File: src/hdl/prwqt_pkg.sv
// Shared types and constants of the paired read window quality trimmer.
`default_nettype none
package prwqt_pkg;

  localparam int unsigned QualW      = 7;
  localparam int unsigned RunW       = 8;
  localparam int unsigned WinW       = 8;
  localparam int unsigned LenW       = 14;
  localparam int unsigned TrimW      = 14;
  localparam int unsigned CfgIdxW    = 3;
  localparam int unsigned CfgDataW   = 14;
  localparam int unsigned QueueDepth = 4;
  localparam int unsigned QueuePtrW  = $clog2(QueueDepth);
  localparam int unsigned QueueCntW  = $clog2(QueueDepth + 1);

  localparam logic [QualW-1:0] QualOffset = 7'd33;
  localparam logic [RunW-1:0]  RunMax     = 8'd255;

  typedef enum logic [CfgIdxW-1:0] {
    REG_LEFT_THR  = 3'd0,
    REG_RIGHT_THR = 3'd1,
    REG_WINDOW    = 3'd2,
    REG_MIN_LEN   = 3'd3,
    REG_MAX_LEN   = 3'd4
  } reg_idx_e;

  typedef enum logic [1:0] {
    CLASS_BOTH   = 2'd0,
    CLASS_FIRST  = 2'd1,
    CLASS_SECOND = 2'd2,
    CLASS_NONE   = 2'd3
  } pair_class_e;

  // One classified quality character.
  typedef struct packed {
    logic mate;
    logic good_left;
    logic good_right;
    logic last;
  } qual_entry_t;

endpackage
`default_nettype wire

File: src/hdl/paired_read_window_quality_trim_top.sv
// A finished pair moves through the snapshot, trim and output registers in turn.
// Throughput: one quality character per cycle; the tracker stalls only while
// the output register is held by out_ready_i and the snapshot stage is full.
// A 4-entry queue sits between the front end and the per-mate run tracker.
// Reset: run state cleared, registers to defaults (window 1, max length 5000).
// Ready is high from reset on; there is no clearing pass.
`default_nettype none
module paired_read_window_quality_trim_top
  import prwqt_pkg::*;
#(
  parameter int unsigned MAX_READ_LENGTH = 8192
) (
  input  wire logic                clk_i,
  input  wire logic                rst_ni,
  input  wire logic                cfg_we_i,
  input  wire logic [CfgIdxW-1:0]  cfg_index_i,
  input  wire logic [CfgDataW-1:0] cfg_wdata_i,
  input  wire logic                in_valid_i,
  output logic                     in_ready_o,
  input  wire logic                mate_i,
  input  wire logic [QualW-1:0]    quality_char_i,
  input  wire logic                last_of_read_i,
  output logic                     out_valid_o,
  input  wire logic                out_ready_i,
  output logic [1:0]               pair_class_o,
  output logic [TrimW-1:0]         first_left_trim_o,
  output logic [TrimW-1:0]         first_right_trim_o,
  output logic [TrimW-1:0]         second_left_trim_o,
  output logic [TrimW-1:0]         second_right_trim_o
);

  logic [QualW-1:0] left_thr_q, right_thr_q;
  logic [WinW-1:0]  window_q;
  logic [LenW-1:0]  min_len_q, max_len_q;

  qual_entry_t push_entry, pop_entry;
  logic        push, full, not_empty, pop;

  always_ff @(posedge clk_i or negedge rst_ni) begin
    if (!rst_ni) begin
      left_thr_q  <= '0;
      right_thr_q <= '0;
      window_q    <= WinW'(1);
      min_len_q   <= '0;
      max_len_q   <= LenW'(5000);
    end else if (cfg_we_i) begin
      case (reg_idx_e'(cfg_index_i))
        REG_LEFT_THR:  left_thr_q  <= cfg_wdata_i[QualW-1:0];
        REG_RIGHT_THR: right_thr_q <= cfg_wdata_i[QualW-1:0];
        REG_WINDOW:    window_q    <= cfg_wdata_i[WinW-1:0];
        REG_MIN_LEN:   min_len_q   <= cfg_wdata_i[LenW-1:0];
        REG_MAX_LEN:   max_len_q   <= cfg_wdata_i[LenW-1:0];
        default: ;
      endcase
    end
  end

  prwqt_front u_front (
    .in_valid_i     (in_valid_i),
    .in_ready_o     (in_ready_o),
    .mate_i         (mate_i),
    .quality_char_i (quality_char_i),
    .last_of_read_i (last_of_read_i),
    .left_thr_i     (left_thr_q),
    .right_thr_i    (right_thr_q),
    .queue_full_i   (full),
    .push_o         (push),
    .entry_o        (push_entry)
  );

  prwqt_queue u_queue (
    .clk_i       (clk_i),
    .rst_ni      (rst_ni),
    .push_i      (push),
    .entry_i     (push_entry),
    .full_o      (full),
    .not_empty_o (not_empty),
    .pop_i       (pop),
    .entry_o     (pop_entry)
  );

  prwqt_back #(
    .MAX_READ_LENGTH (MAX_READ_LENGTH)
  ) u_back (
    .clk_i               (clk_i),
    .rst_ni              (rst_ni),
    .q_not_empty_i       (not_empty),
    .q_entry_i           (pop_entry),
    .q_pop_o             (pop),
    .window_i            (window_q),
    .min_len_i           (min_len_q),
    .max_len_i           (max_len_q),
    .out_valid_o         (out_valid_o),
    .out_ready_i         (out_ready_i),
    .pair_class_o        (pair_class_o),
    .first_left_trim_o   (first_left_trim_o),
    .first_right_trim_o  (first_right_trim_o),
    .second_left_trim_o  (second_left_trim_o),
    .second_right_trim_o (second_right_trim_o)
  );

endmodule
`default_nettype wire

File: src/hdl/prwqt_front.sv
// Front end: accepts quality characters and grades them against both cuts.
`default_nettype none
module prwqt_front
  import prwqt_pkg::*;
(
  input  wire logic             in_valid_i,
  output logic                  in_ready_o,
  input  wire logic             mate_i,
  input  wire logic [QualW-1:0] quality_char_i,
  input  wire logic             last_of_read_i,
  input  wire logic [QualW-1:0] left_thr_i,
  input  wire logic [QualW-1:0] right_thr_i,
  input  wire logic             queue_full_i,
  output logic                  push_o,
  output qual_entry_t           entry_o
);

  logic             below_offset;
  logic [QualW-1:0] qual;

  // characters below the offset wrap to a huge quality and pass both cuts
  assign below_offset = quality_char_i < QualOffset;
  assign qual         = quality_char_i - QualOffset;

  assign in_ready_o = !queue_full_i;
  assign push_o     = in_valid_i && !queue_full_i;

  always_comb begin
    entry_o.mate       = mate_i;
    entry_o.good_left  = below_offset || (qual >= left_thr_i);
    entry_o.good_right = below_offset || (qual >= right_thr_i);
    entry_o.last       = last_of_read_i;
  end

endmodule
`default_nettype wire

File: src/hdl/prwqt_queue.sv
// Short request queue between the front end and the run tracker.
`default_nettype none
module prwqt_queue
  import prwqt_pkg::*;
(
  input  wire logic        clk_i,
  input  wire logic        rst_ni,
  input  wire logic        push_i,
  input  qual_entry_t      entry_i,
  output logic             full_o,
  output logic             not_empty_o,
  input  wire logic        pop_i,
  output qual_entry_t      entry_o
);

  qual_entry_t           mem_q [QueueDepth];
  logic [QueuePtrW-1:0]  wr_ptr_q, wr_ptr_d;
  logic [QueuePtrW-1:0]  rd_ptr_q, rd_ptr_d;
  logic [QueueCntW-1:0]  count_q, count_d;
  logic                  do_pop;

  assign full_o      = count_q == QueueCntW'(QueueDepth);
  assign not_empty_o = count_q != '0;
  assign entry_o     = mem_q[rd_ptr_q];
  assign do_pop      = pop_i && not_empty_o;

  always_comb begin
    wr_ptr_d = wr_ptr_q;
    rd_ptr_d = rd_ptr_q;
    count_d  = count_q;
    if (push_i) begin
      wr_ptr_d = wr_ptr_q + QueuePtrW'(1);
    end
    if (do_pop) begin
      rd_ptr_d = rd_ptr_q + QueuePtrW'(1);
    end
    if (push_i && !do_pop) begin
      count_d = count_q + QueueCntW'(1);
    end else if (!push_i && do_pop) begin
      count_d = count_q - QueueCntW'(1);
    end
  end

  always_ff @(posedge clk_i or negedge rst_ni) begin
    if (!rst_ni) begin
      wr_ptr_q <= '0;
      rd_ptr_q <= '0;
      count_q  <= '0;
    end else begin
      wr_ptr_q <= wr_ptr_d;
      rd_ptr_q <= rd_ptr_d;
      count_q  <= count_d;
    end
  end

  always_ff @(posedge clk_i) begin
    if (push_i) begin
      mem_q[wr_ptr_q] <= entry_i;
    end
  end

endmodule
`default_nettype wire

File: src/hdl/prwqt_back.sv
// Back end: per-mate run tracking, trim computation and length check.
`default_nettype none
module prwqt_back
  import prwqt_pkg::*;
#(
  parameter int unsigned MAX_READ_LENGTH = 8192
) (
  input  wire logic            clk_i,
  input  wire logic            rst_ni,
  input  wire logic            q_not_empty_i,
  input  qual_entry_t          q_entry_i,
  output logic                 q_pop_o,
  input  wire logic [WinW-1:0] window_i,
  input  wire logic [LenW-1:0] min_len_i,
  input  wire logic [LenW-1:0] max_len_i,
  output logic                 out_valid_o,
  input  wire logic            out_ready_i,
  output logic [1:0]           pair_class_o,
  output logic [TrimW-1:0]     first_left_trim_o,
  output logic [TrimW-1:0]     first_right_trim_o,
  output logic [TrimW-1:0]     second_left_trim_o,
  output logic [TrimW-1:0]     second_right_trim_o
);

  localparam int unsigned PW = $clog2(MAX_READ_LENGTH + 1);
  localparam int unsigned KW = ((PW > LenW) ? PW : LenW) + 2;
  localparam logic [PW-1:0] MaxPos = PW'(MAX_READ_LENGTH);

  // per-mate tracking state
  logic [PW-1:0]   pos_q [2], pos_d [2], pos_u [2];
  logic [RunW-1:0] lrun_q[2], lrun_d[2], lrun_u[2];
  logic [RunW-1:0] rrun_q[2], rrun_d[2], rrun_u[2];
  logic            lf_q  [2], lf_d  [2], lf_u  [2];
  logic [PW-1:0]   ls_q  [2], ls_d  [2], ls_u  [2];
  logic            rf_q  [2], rf_d  [2], rf_u  [2];
  logic [PW-1:0]   lre_q [2], lre_d [2], lre_u [2];
  logic            done_q[2], done_d[2], done_u[2];

  // stage 1: snapshot of a finished pair
  logic            s1_vld_q, s1_vld_d;
  logic            s1_wz_q;
  logic [PW-1:0]   s1_len_q[2], s1_ls_q[2], s1_lre_q[2];
  logic            s1_lf_q[2], s1_rf_q[2];
  // stage 2: trims
  logic            s2_vld_q;
  logic [PW-1:0]   s2_len_q[2], s2_lt_q[2], s2_rt_q[2];
  logic [PW-1:0]   lt_c[2], rt_c[2];
  // output register
  logic            out_vld_q;
  logic [1:0]      cls_q;
  logic [TrimW-1:0] trim_q[4];

  logic            pipe_en, pop, m, complete;
  logic [RunW-1:0] lrun_n, rrun_n;
  logic [KW-1:0]   kept[2], lt_x[2], rt_x[2];
  logic            ok[2];
  logic [1:0]      cls_c;

  assign pipe_en = !out_vld_q || out_ready_i;
  assign q_pop_o = pipe_en || !s1_vld_q;
  assign pop     = q_pop_o && q_not_empty_i;
  assign m       = q_entry_i.mate;

  always_comb begin
    pos_u  = pos_q;
    lrun_u = lrun_q;
    rrun_u = rrun_q;
    lf_u   = lf_q;
    ls_u   = ls_q;
    rf_u   = rf_q;
    lre_u  = lre_q;
    done_u = done_q;
    lrun_n = !q_entry_i.good_left ? '0 :
             (lrun_q[m] == RunMax) ? RunMax : lrun_q[m] + RunW'(1);
    rrun_n = !q_entry_i.good_right ? '0 :
             (rrun_q[m] == RunMax) ? RunMax : rrun_q[m] + RunW'(1);
    complete = 1'b0;
    if (pop && !done_q[m]) begin
      if (pos_q[m] < MaxPos) begin
        lrun_u[m] = lrun_n;
        rrun_u[m] = rrun_n;
        if (window_i != '0) begin
          if (!lf_q[m] && lrun_n >= window_i) begin
            lf_u[m] = 1'b1;
            ls_u[m] = pos_q[m] + PW'(1) - PW'(window_i);
          end
          if (rrun_n >= window_i) begin
            rf_u[m]  = 1'b1;
            lre_u[m] = pos_q[m];
          end
        end
        pos_u[m] = pos_q[m] + PW'(1);
      end
      if (q_entry_i.last) begin
        done_u[m] = 1'b1;
        complete  = done_q[!m];
      end
    end
    pos_d  = pos_u;
    lrun_d = lrun_u;
    rrun_d = rrun_u;
    lf_d   = lf_u;
    ls_d   = ls_u;
    rf_d   = rf_u;
    lre_d  = lre_u;
    done_d = done_u;
    if (complete) begin
      for (int i = 0; i < 2; i++) begin
        pos_d[i]  = '0;
        lrun_d[i] = '0;
        rrun_d[i] = '0;
        lf_d[i]   = 1'b0;
        ls_d[i]   = '0;
        rf_d[i]   = 1'b0;
        lre_d[i]  = '0;
        done_d[i] = 1'b0;
      end
    end
    s1_vld_d = s1_vld_q;
    if (pipe_en || !s1_vld_q) begin
      s1_vld_d = complete;
    end
  end

  // trims from the snapshot
  always_comb begin
    for (int i = 0; i < 2; i++) begin
      lt_c[i] = s1_wz_q ? '0 : (s1_lf_q[i] ? s1_ls_q[i] : s1_len_q[i]);
      rt_c[i] = s1_wz_q ? '0 :
                (s1_rf_q[i] ? s1_len_q[i] - PW'(1) - s1_lre_q[i] : s1_len_q[i]);
    end
  end

  // kept length check
  always_comb begin
    for (int i = 0; i < 2; i++) begin
      lt_x[i] = KW'(s2_lt_q[i]);
      rt_x[i] = KW'(s2_rt_q[i]);
      kept[i] = KW'(s2_len_q[i]) - lt_x[i] - rt_x[i];
      ok[i]   = ($signed(kept[i]) >= $signed(KW'(min_len_i))) &&
                ($signed(kept[i]) <= $signed(KW'(max_len_i)));
    end
    if (ok[0] && ok[1]) begin
      cls_c = CLASS_BOTH;
    end else if (ok[0]) begin
      cls_c = CLASS_FIRST;
    end else if (ok[1]) begin
      cls_c = CLASS_SECOND;
    end else begin
      cls_c = CLASS_NONE;
    end
  end

  always_ff @(posedge clk_i or negedge rst_ni) begin
    if (!rst_ni) begin
      for (int i = 0; i < 2; i++) begin
        pos_q[i]  <= '0;
        lrun_q[i] <= '0;
        rrun_q[i] <= '0;
        lf_q[i]   <= 1'b0;
        ls_q[i]   <= '0;
        rf_q[i]   <= 1'b0;
        lre_q[i]  <= '0;
        done_q[i] <= 1'b0;
      end
      s1_vld_q  <= 1'b0;
      s2_vld_q  <= 1'b0;
      out_vld_q <= 1'b0;
    end else begin
      pos_q    <= pos_d;
      lrun_q   <= lrun_d;
      rrun_q   <= rrun_d;
      lf_q     <= lf_d;
      ls_q     <= ls_d;
      rf_q     <= rf_d;
      lre_q    <= lre_d;
      done_q   <= done_d;
      s1_vld_q <= s1_vld_d;
      if (pipe_en) begin
        s2_vld_q  <= s1_vld_q;
        out_vld_q <= s2_vld_q;
      end
    end
  end

  always_ff @(posedge clk_i) begin
    if ((pipe_en || !s1_vld_q) && complete) begin
      s1_wz_q  <= window_i == '0;
      s1_len_q <= pos_u;
      s1_ls_q  <= ls_u;
      s1_lre_q <= lre_u;
      s1_lf_q  <= lf_u;
      s1_rf_q  <= rf_u;
    end
    if (pipe_en) begin
      s2_len_q  <= s1_len_q;
      s2_lt_q   <= lt_c;
      s2_rt_q   <= rt_c;
      cls_q     <= cls_c;
      trim_q[0] <= ok[0] ? lt_x[0][TrimW-1:0] : '0;
      trim_q[1] <= ok[0] ? rt_x[0][TrimW-1:0] : '0;
      trim_q[2] <= ok[1] ? lt_x[1][TrimW-1:0] : '0;
      trim_q[3] <= ok[1] ? rt_x[1][TrimW-1:0] : '0;
    end
  end

  assign out_valid_o         = out_vld_q;
  assign pair_class_o        = cls_q;
  assign first_left_trim_o   = trim_q[0];
  assign first_right_trim_o  = trim_q[1];
  assign second_left_trim_o  = trim_q[2];
  assign second_right_trim_o = trim_q[3];

  a_never_both_done: assert property (@(posedge clk_i) disable iff (!rst_ni)
    !(done_q[0] && done_q[1]))
    else $error("both mates left done");

  a_clear_on_complete: assert property (@(posedge clk_i) disable iff (!rst_ni)
    complete |=> (pos_q[0] == '0) && (pos_q[1] == '0) && !lf_q[0] && !lf_q[1])
    else $error("state not cleared after pair");

  a_pos_bound: assert property (@(posedge clk_i) disable iff (!rst_ni)
    (pos_q[0] <= MaxPos) && (pos_q[1] <= MaxPos))
    else $error("position past maximum");

  a_left_start_bound: assert property (@(posedge clk_i) disable iff (!rst_ni)
    (!lf_q[0] || (ls_q[0] < pos_q[0])) && (!lf_q[1] || (ls_q[1] < pos_q[1])))
    else $error("left start beyond position");

  a_no_overrun: assert property (@(posedge clk_i) disable iff (!rst_ni)
    (s1_vld_q && !pipe_en) |-> !pop)
    else $error("pop while snapshot stage blocked");

endmodule
`default_nettype wire
File: config.mk
export PLATFORM = sky130hd
export DESIGN_NAME = paired_read_window_quality_trim_top
export DESIGN_NICKNAME = d
export VERILOG_FILES = /design/src/hdl/prwqt_pkg.sv /design/src/hdl/paired_read_window_quality_trim_top.sv /design/src/hdl/prwqt_front.sv /design/src/hdl/prwqt_queue.sv /design/src/hdl/prwqt_back.sv
export SDC_FILE = /design/constraint.sdc
export NUM_CORES = 1
export LEC_CHECK = 0
export BUFFER_PORTS_ARGS = -buffer_cell sky130_fd_sc_hd__buf_2
export CORE_ASPECT_RATIO = 1.2
export CORE_MARGIN = 2
export CORE_UTILIZATION = 50
export DETAILED_ROUTE_END_ITERATION = 10
export GPL_ROUTABILITY_DRIVEN = 0
export PLACE_DENSITY = 0.67
export SYNTH_ARGS = -nofsm -noshare
export SYNTH_HDL_FRONTEND = slang
export SYNTH_HIERARCHICAL = 1
export SYNTH_SLANG_ARGS = --single-unit
export TNS_END_PERCENT = 1
File: constraint.sdc
create_clock -name clk_i -period 6.2 [get_ports clk_i]
set_input_delay 1.24 -clock clk_i [delete_from_list [all_inputs] [get_ports clk_i]]
set_output_delay 1.24 -clock clk_i [all_outputs]
set_load 0.02 [all_outputs]
Word-level counts from Yosys, hierarchy flattened --
Memories as Yosys holds them, arrays and structs flattened. Index checks and enable logic that the tools add are counted.
Cells by class: $lt $le $gt $ge 13, $add $sub $neg 17, reductions and logical operators 39, bitwise operators 5, equal/unequal tests 7, multiplexer cells 83
Operator list (number):
- 2-to-1 mux 28 bit | 13
- 2-to-1 mux 14 bit | 12
- 2-to-1 mux 16 bit | 6
- 2-to-1 mux 8 bit | 11
- bitwise mux 28 bit | 3
- bitwise mux 16 bit | 2
- >= comparator 16 x 15 -> 1 bit | 2
- less-or-equal comparator 16 x 15 -> 1 bit | 2
- subtractor 16 x 14 -> 16 bit | 2
- subtractor 14 x 14 -> 15 bit | 2
- subtractor 14 x 1 -> 14 bit, second input constant | 2
- subtractor 14 bit | 2
- 2-to-1 mux 2 bit | 13
- 2-to-1 mux 1 bit | 18
- adder 8 x 1 -> 8 bit, second input constant | 2
- equality test 8 bit, second input constant | 2
- >= comparator 8 bit | 2
- adder 14 x 1 -> 14 bit, second input constant | 1
- demux 14 bit (select 1 bit) | 1
- >= comparator 7 bit | 2
- less-than comparator 14 bit, second input constant | 1
- AND reduction 2 bit | 7
- subtractor 14 x 8 -> 14 bit | 1
- logical AND 1 bit | 11
- other kinds (23) | 44
Word-level totals: word-level logic and storage cells 212, output and inout bits 60, input port bits 31, memories kept 2, RAM bits 72, bits in registers 357
Memories:
- u_back.trim_q | words 4, bits a word 14, read ports 4, clocked after Yosys merged registers in 0, wr ports 4, line prwqt_back.sv:51 | logic [TrimW-1:0] trim_q[4];
- u_queue.mem_q | words 4, bits a word 4, read ports 1, clocked after Yosys merged registers in 0, wr ports 1, line prwqt_queue.sv:16 | qual_entry_t mem_q [QueueDepth];

Longest topological paths before layout --
An unclocked memory read counts as a cell.
depth in word-level cells 15, depth in mapped cells 27, mapped depth without buffers 24

Modules after synthesis --
The synthesis kept the hierarchy.
Modules (own cells, without submodules):
- prwqt_back | sequential area each 10064.7 um^2, area an instance 20639.8 um^2, instances 1, cells each 1971
- paired_read_window_quality_trim_top | sequential area each 1258.7 um^2, area an instance 1921.8 um^2, instances 1, cells each 110
- prwqt_queue | sequential area each 655.6 um^2, area an instance 985.9 um^2, instances 1, cells each 55
- prwqt_front | sequential area each 0.0 um^2, area an instance 456.7 um^2, instances 1, cells each 66

Worst setup path after synthesis --
OpenSTA, ideal clock, no wires.
path kind input to register, start in out_ready_i, end reg u_back.s2_vld_q, data required time 6.117 ns, library setup time 0.083 ns, cell stages on the path 2, arrival time 5.323 ns, path slack 0.795 ns, path buffers 0, cell sequence nand2b_1 -> mux2_2
Between the ends: longest elaborated chain between the ends 1
RTL lines:
- from (decl) | line paired_read_window_quality_trim_top.sv:24 | input wire logic out_ready_i,
- logical OR 1 bit | line prwqt_back.sv:59 | assign pipe_en = !out_vld_q || out_ready_i;
- to (signal assigned) | line prwqt_back.sv:180 | s2_vld_q <= s1_vld_q;
- to (decl) | line prwqt_back.sv:45 | logic s2_vld_q;
Every way passes these cells. A chain may end at the register's enable or synchronous reset.

Final worst setup path --
start reg u_back.s2_lt_q, in the netlist u_back/lt_x[17], end reg u_back.cls_q[1], in the netlist u_back/pair_class_o[1], data pin
Between the ends: longest elaborated chain between the ends 6, elaborated cells between the ends (all ways) 7, those cells by class 2 x add/sub; 2 x order compare; 3 x reduce/logical
RTL lines:
- from (decl) | line prwqt_back.sv:46 | logic [PW-1:0] s2_len_q[2], s2_lt_q[2], s2_rt_q[2];
- from (signal assigned) | line prwqt_back.sv:197 | s2_lt_q <= lt_c;
- subtractor 14 x 14 -> 15 bit (*) | line prwqt_back.sv:139 | kept[i] = KW'(s2_len_q[i]) - lt_x[i] - rt_x[i];
- subtractor 16 x 14 -> 16 bit (*) | line prwqt_back.sv:139
- >= comparator 16 x 15 -> 1 bit or less-or-equal comparator 16 x 15 -> 1 bit (tied branches) | line prwqt_back.sv:140, prwqt_back.sv:141
- logical AND 1 bit (*) | line prwqt_back.sv:140 | ok[i] = ($signed(kept[i]) >= $signed(KW'(min_len_i))) &&
- logical AND 1 bit | line prwqt_back.sv:143 | if (ok[0] && ok[1]) begin
- OR reduction 2 bit (no source line) (*)
- to (signal assigned) | line prwqt_back.sv:199 | cls_q <= cls_c;
- to (decl) | line prwqt_back.sv:50 | logic [1:0] cls_q;
Every way passes the cells marked *; elsewhere a longest branch is shown, timed or not.

==> reports/metrics.yaml <==
initial_core_util_pct: 50.8
status: "finished, final reports clean"
maxCapViolCount: 0
crit_family: "compound AO/OA/AOI/OAI gates"
min_period_ps: 5700
clockRootBuffer: "clkbuf_16"
synth_area_um2: 24000
dr.first_iter.drc_count: 1051
fin_nets: 2505
synth-async-reset-ratio_pct: 42.4
cts.htree.levels: 2
via_per_inst: 5.72
clock.fmax_ghz: 0.175
holdPathStages: 1
clk_transition_reported_paths_ps: 60
grt.total_usage_pct: 23.3
grt_pass1_vias: 17100
insertion_delay_ps: 590
drive_above_1_share_pct: 13.7
whs_endpoint: "u_back/out_valid_o$_DFFE_PN0P_"
via_count: 16800
drc: 0
final_core_utilization_pct: 56.8
synth_area_leaders: "edfxtp_1 (31%), dfrtp_1 (18%), ha_1 (9.6%)"
r2r_slack_ps: 500
grt_pass1_wl_um: 91400
finalCritPeriodShare_pct: 91.9
synth_fp_nets: 2426
overflow: 0
synth_top_area_share_pct: 30.9
place_ws_ps: 575
setup-tns-final_ps: 0
setup_violations: 0
synth_edf_count: 247
ys_ff_latch: 429
hold_start: "u_back/s2_vld_q$_DFFE_PN0P_"
synth.largest_area_cell: "edfxtp_1"
crit_path_start_kind: "register"
cts_buffers: 47
port_buffers: 90
rsz0062_at_grt: "false"
ios: 91
worst-slew-pin-transition_ps: 1270
fin_worst_skew_ps: 40.6
critPathMaxStageDelay_ps: 610
syn_inst: 2202
syn_area_per_cell_um2: 10.9
max_slew_margin_pct: 15.6
die_h_um: 244
core_area_um2: 47200
ys_seq_area_share_pct: 49.9
drt_wl_total_um: 56800
hold_viol: 0
crit_buf_inv: 2
setup_ws_ps: 502
ys_warn_count: 6
rows: 87
maxSlewViolCount: 0
r2r_cells: 23
r2r-end: "u_back/pair_class_o[1]$_SDFFCE_PP0P_"
hp-class: "reg -> reg"
dpl.hpwl_um: 42200
critPathSlowestCell: "o41ai_1"
postCtsResizedCells: 0
cts.sinks: 429
path_cells: "inv_1 > ha_1 > nor2b_1 > o21ai_0 > a21boi_0 > o211ai_1 > nand2_1 > a21oi_1 > xnor2_1 > ha_1 > o41ai_1 > o21ai_0 > o41ai_1 > xnor2_1 > ha_1 > nand3_1 > nor2_1 > a221oi_1 > o21ai_0 > a21oi_1 > o21ai_2 > buf_4 > or4_1"
holdWs_ps: 484
firstDrtPassIters: 5
worstPathRequired_ps: 6520
die_area_um2: 49800
syn2layout_area_growth_pct: 11.8
ant_nets: 0
wl_per_cell_um: 19.3
postCtsHoldBufs: 0
cp.arrival_ps: 6020
crit_fanout: 29
crit_path_end_kind: "register"
ys_types: 83
cts_tree: "yes"
grt_start_max_net_pins: 146
post_cts_buffers: 0
rr_startpoint: "u_back/lt_x[17]$_SDFFCE_PP0P_"
synth_flop_cell: "edfxtp_1"
clock_path_buffers: 3
path_class: "reg -> reg"
die_w_um: 204
antenna_found_initial: 0
## synth_stat cells (all sizes together), types with 22 or more instances
library cell  count
a211oi           37
xnor2            65
o21a             30
a21oi           136
xor2             22
ha              185
mux2             94
a21o             27
and2             75
nor3             51
o21ai           102
clkbuf           57
buf              25
mux2i            65
nand3            37
edfxtp          247
inv             180
nor2b            32
dfrtp           176
nor4             34
nand2           180
nor2            128
## layout make-up
class	count	area [um2]
flip-flops and latches	429	12000
clock buffers	59	1260
well taps	623	779
clock inverters	29	382
inverters	181	682
multi-input cells	1510	11100
fillers	3971	20400
diodes	1	2.50
repair buffers	112	649
## metal layers
metal  vias up  global-route usage (%)  share of wire (%)
li1       8100                       -                  -
met1      8162                    28.1                 41
met2       431                    41.2                 50
met3       151                    3.11                4.0
met4         0                    10.6                4.8
met5         -                       0                  0
## layout by cell type (no fill, tap or decap), drive strengths merged, types with 7 or more instances in the layout
master | Yosys | routed
fa | 8 | 8
a21o | 27 | 27
nand3b | 9 | 9
o21bai | 7 | 7
a211oi | 37 | 37
and3 | 12 | 12
nor2b | 32 | 32
nor3 | 51 | 51
or4 | 8 | 8
dfrtp | 176 | 176
buf | 25 | 111
nor2 | 128 | 128
inv | 180 | 185
ha | 185 | 185
o21ai | 102 | 102
mux2 | 94 | 94
a31oi | 11 | 11
bufinv | 0 | 8
o21a | 30 | 30
edfxtp | 247 | 247
nand4 | 15 | 15
o211ai | 9 | 9
or3 | 15 | 15
and2 | 75 | 75
o31ai | 7 | 7
mux2i | 65 | 65
nand3 | 37 | 37
xnor2 | 65 | 65
nand2 | 180 | 180
clkbuf | 57 | 60
a21oi | 136 | 136
nor4 | 34 | 34
xor2 | 22 | 22
nand2b | 13 | 13
clkinv | 1 | 15
## logic make-up (layout without fill, tap and decap cells)
logic type                 count (synthesis)  in the layout  synth area share (%)
AOI/OAI and AO/OA                        430            430                  11.3
xor gates and xnor gates                  87             87                  3.17
adders and majority gates                193            193                  10.3
buffers and inverters                    263            381                  4.24
DFF                                      429            429                  49.9
muxes                                    163            163                  7.50
other                                      0              1                     0
and+or+nand+nor                          637            637                  13.6
## registers in the layout, indices dropped and copies added, names as in the netlist, 28 cells and up
| signal | count |
|---|---|
| u_back/trim_q | 56 |
| u_back/lre_q | 28 |
| u_back/ls_q | 28 |
| u_back/lt_x | 28 |
| u_back/pos_q | 28 |
| u_back/rt_x | 28 |
| u_back/s1_len_q | 28 |
| u_back/s1_lre_q | 28 |
| u_back/s1_ls_q | 28 |
| u_back/s2_len_q | 28 |
## metrics by stage
step                      std cells  instance area, um2
after global placement         2855               25200
final                          2944               26800
after detailed placement       2855               25200
after floorplan                2202               24000
after global routing           2943               26800
after CTS                      2943               26800
## how the worst max path moves through the flow
stage	start	to	slack (ps)	depth (start not counted)
final	u_back/lt_x[17]$_SDFFCE_PP0P_	u_back/pair_class_o[1]$_SDFFCE_PP0P_	500	23
after global routing	u_back/s2_len_q[14]$_DFFE_PP_	u_back/pair_class_o[1]$_SDFFCE_PP0P_	20	22
after CTS	u_back/lt_x[17]$_SDFFCE_PP0P_	u_back/pair_class_o[1]$_SDFFCE_PP0P_	530	23
after detailed placement	u_back/lt_x[17]$_SDFFCE_PP0P_	u_back/pair_class_o[1]$_SDFFCE_PP0P_	570	23
after global placement	u_back/lt_x[17]$_SDFFCE_PP0P_	u_back/pair_class_o[1]$_SDFFCE_PP0P_	710	23
after floorplan	out_ready_i	u_back/s2_vld_q$_DFFE_PN0P_	790	2
Power is not shown: default switching activity piles up to over one toggle a cycle in this logic, so the estimate is an artifact.
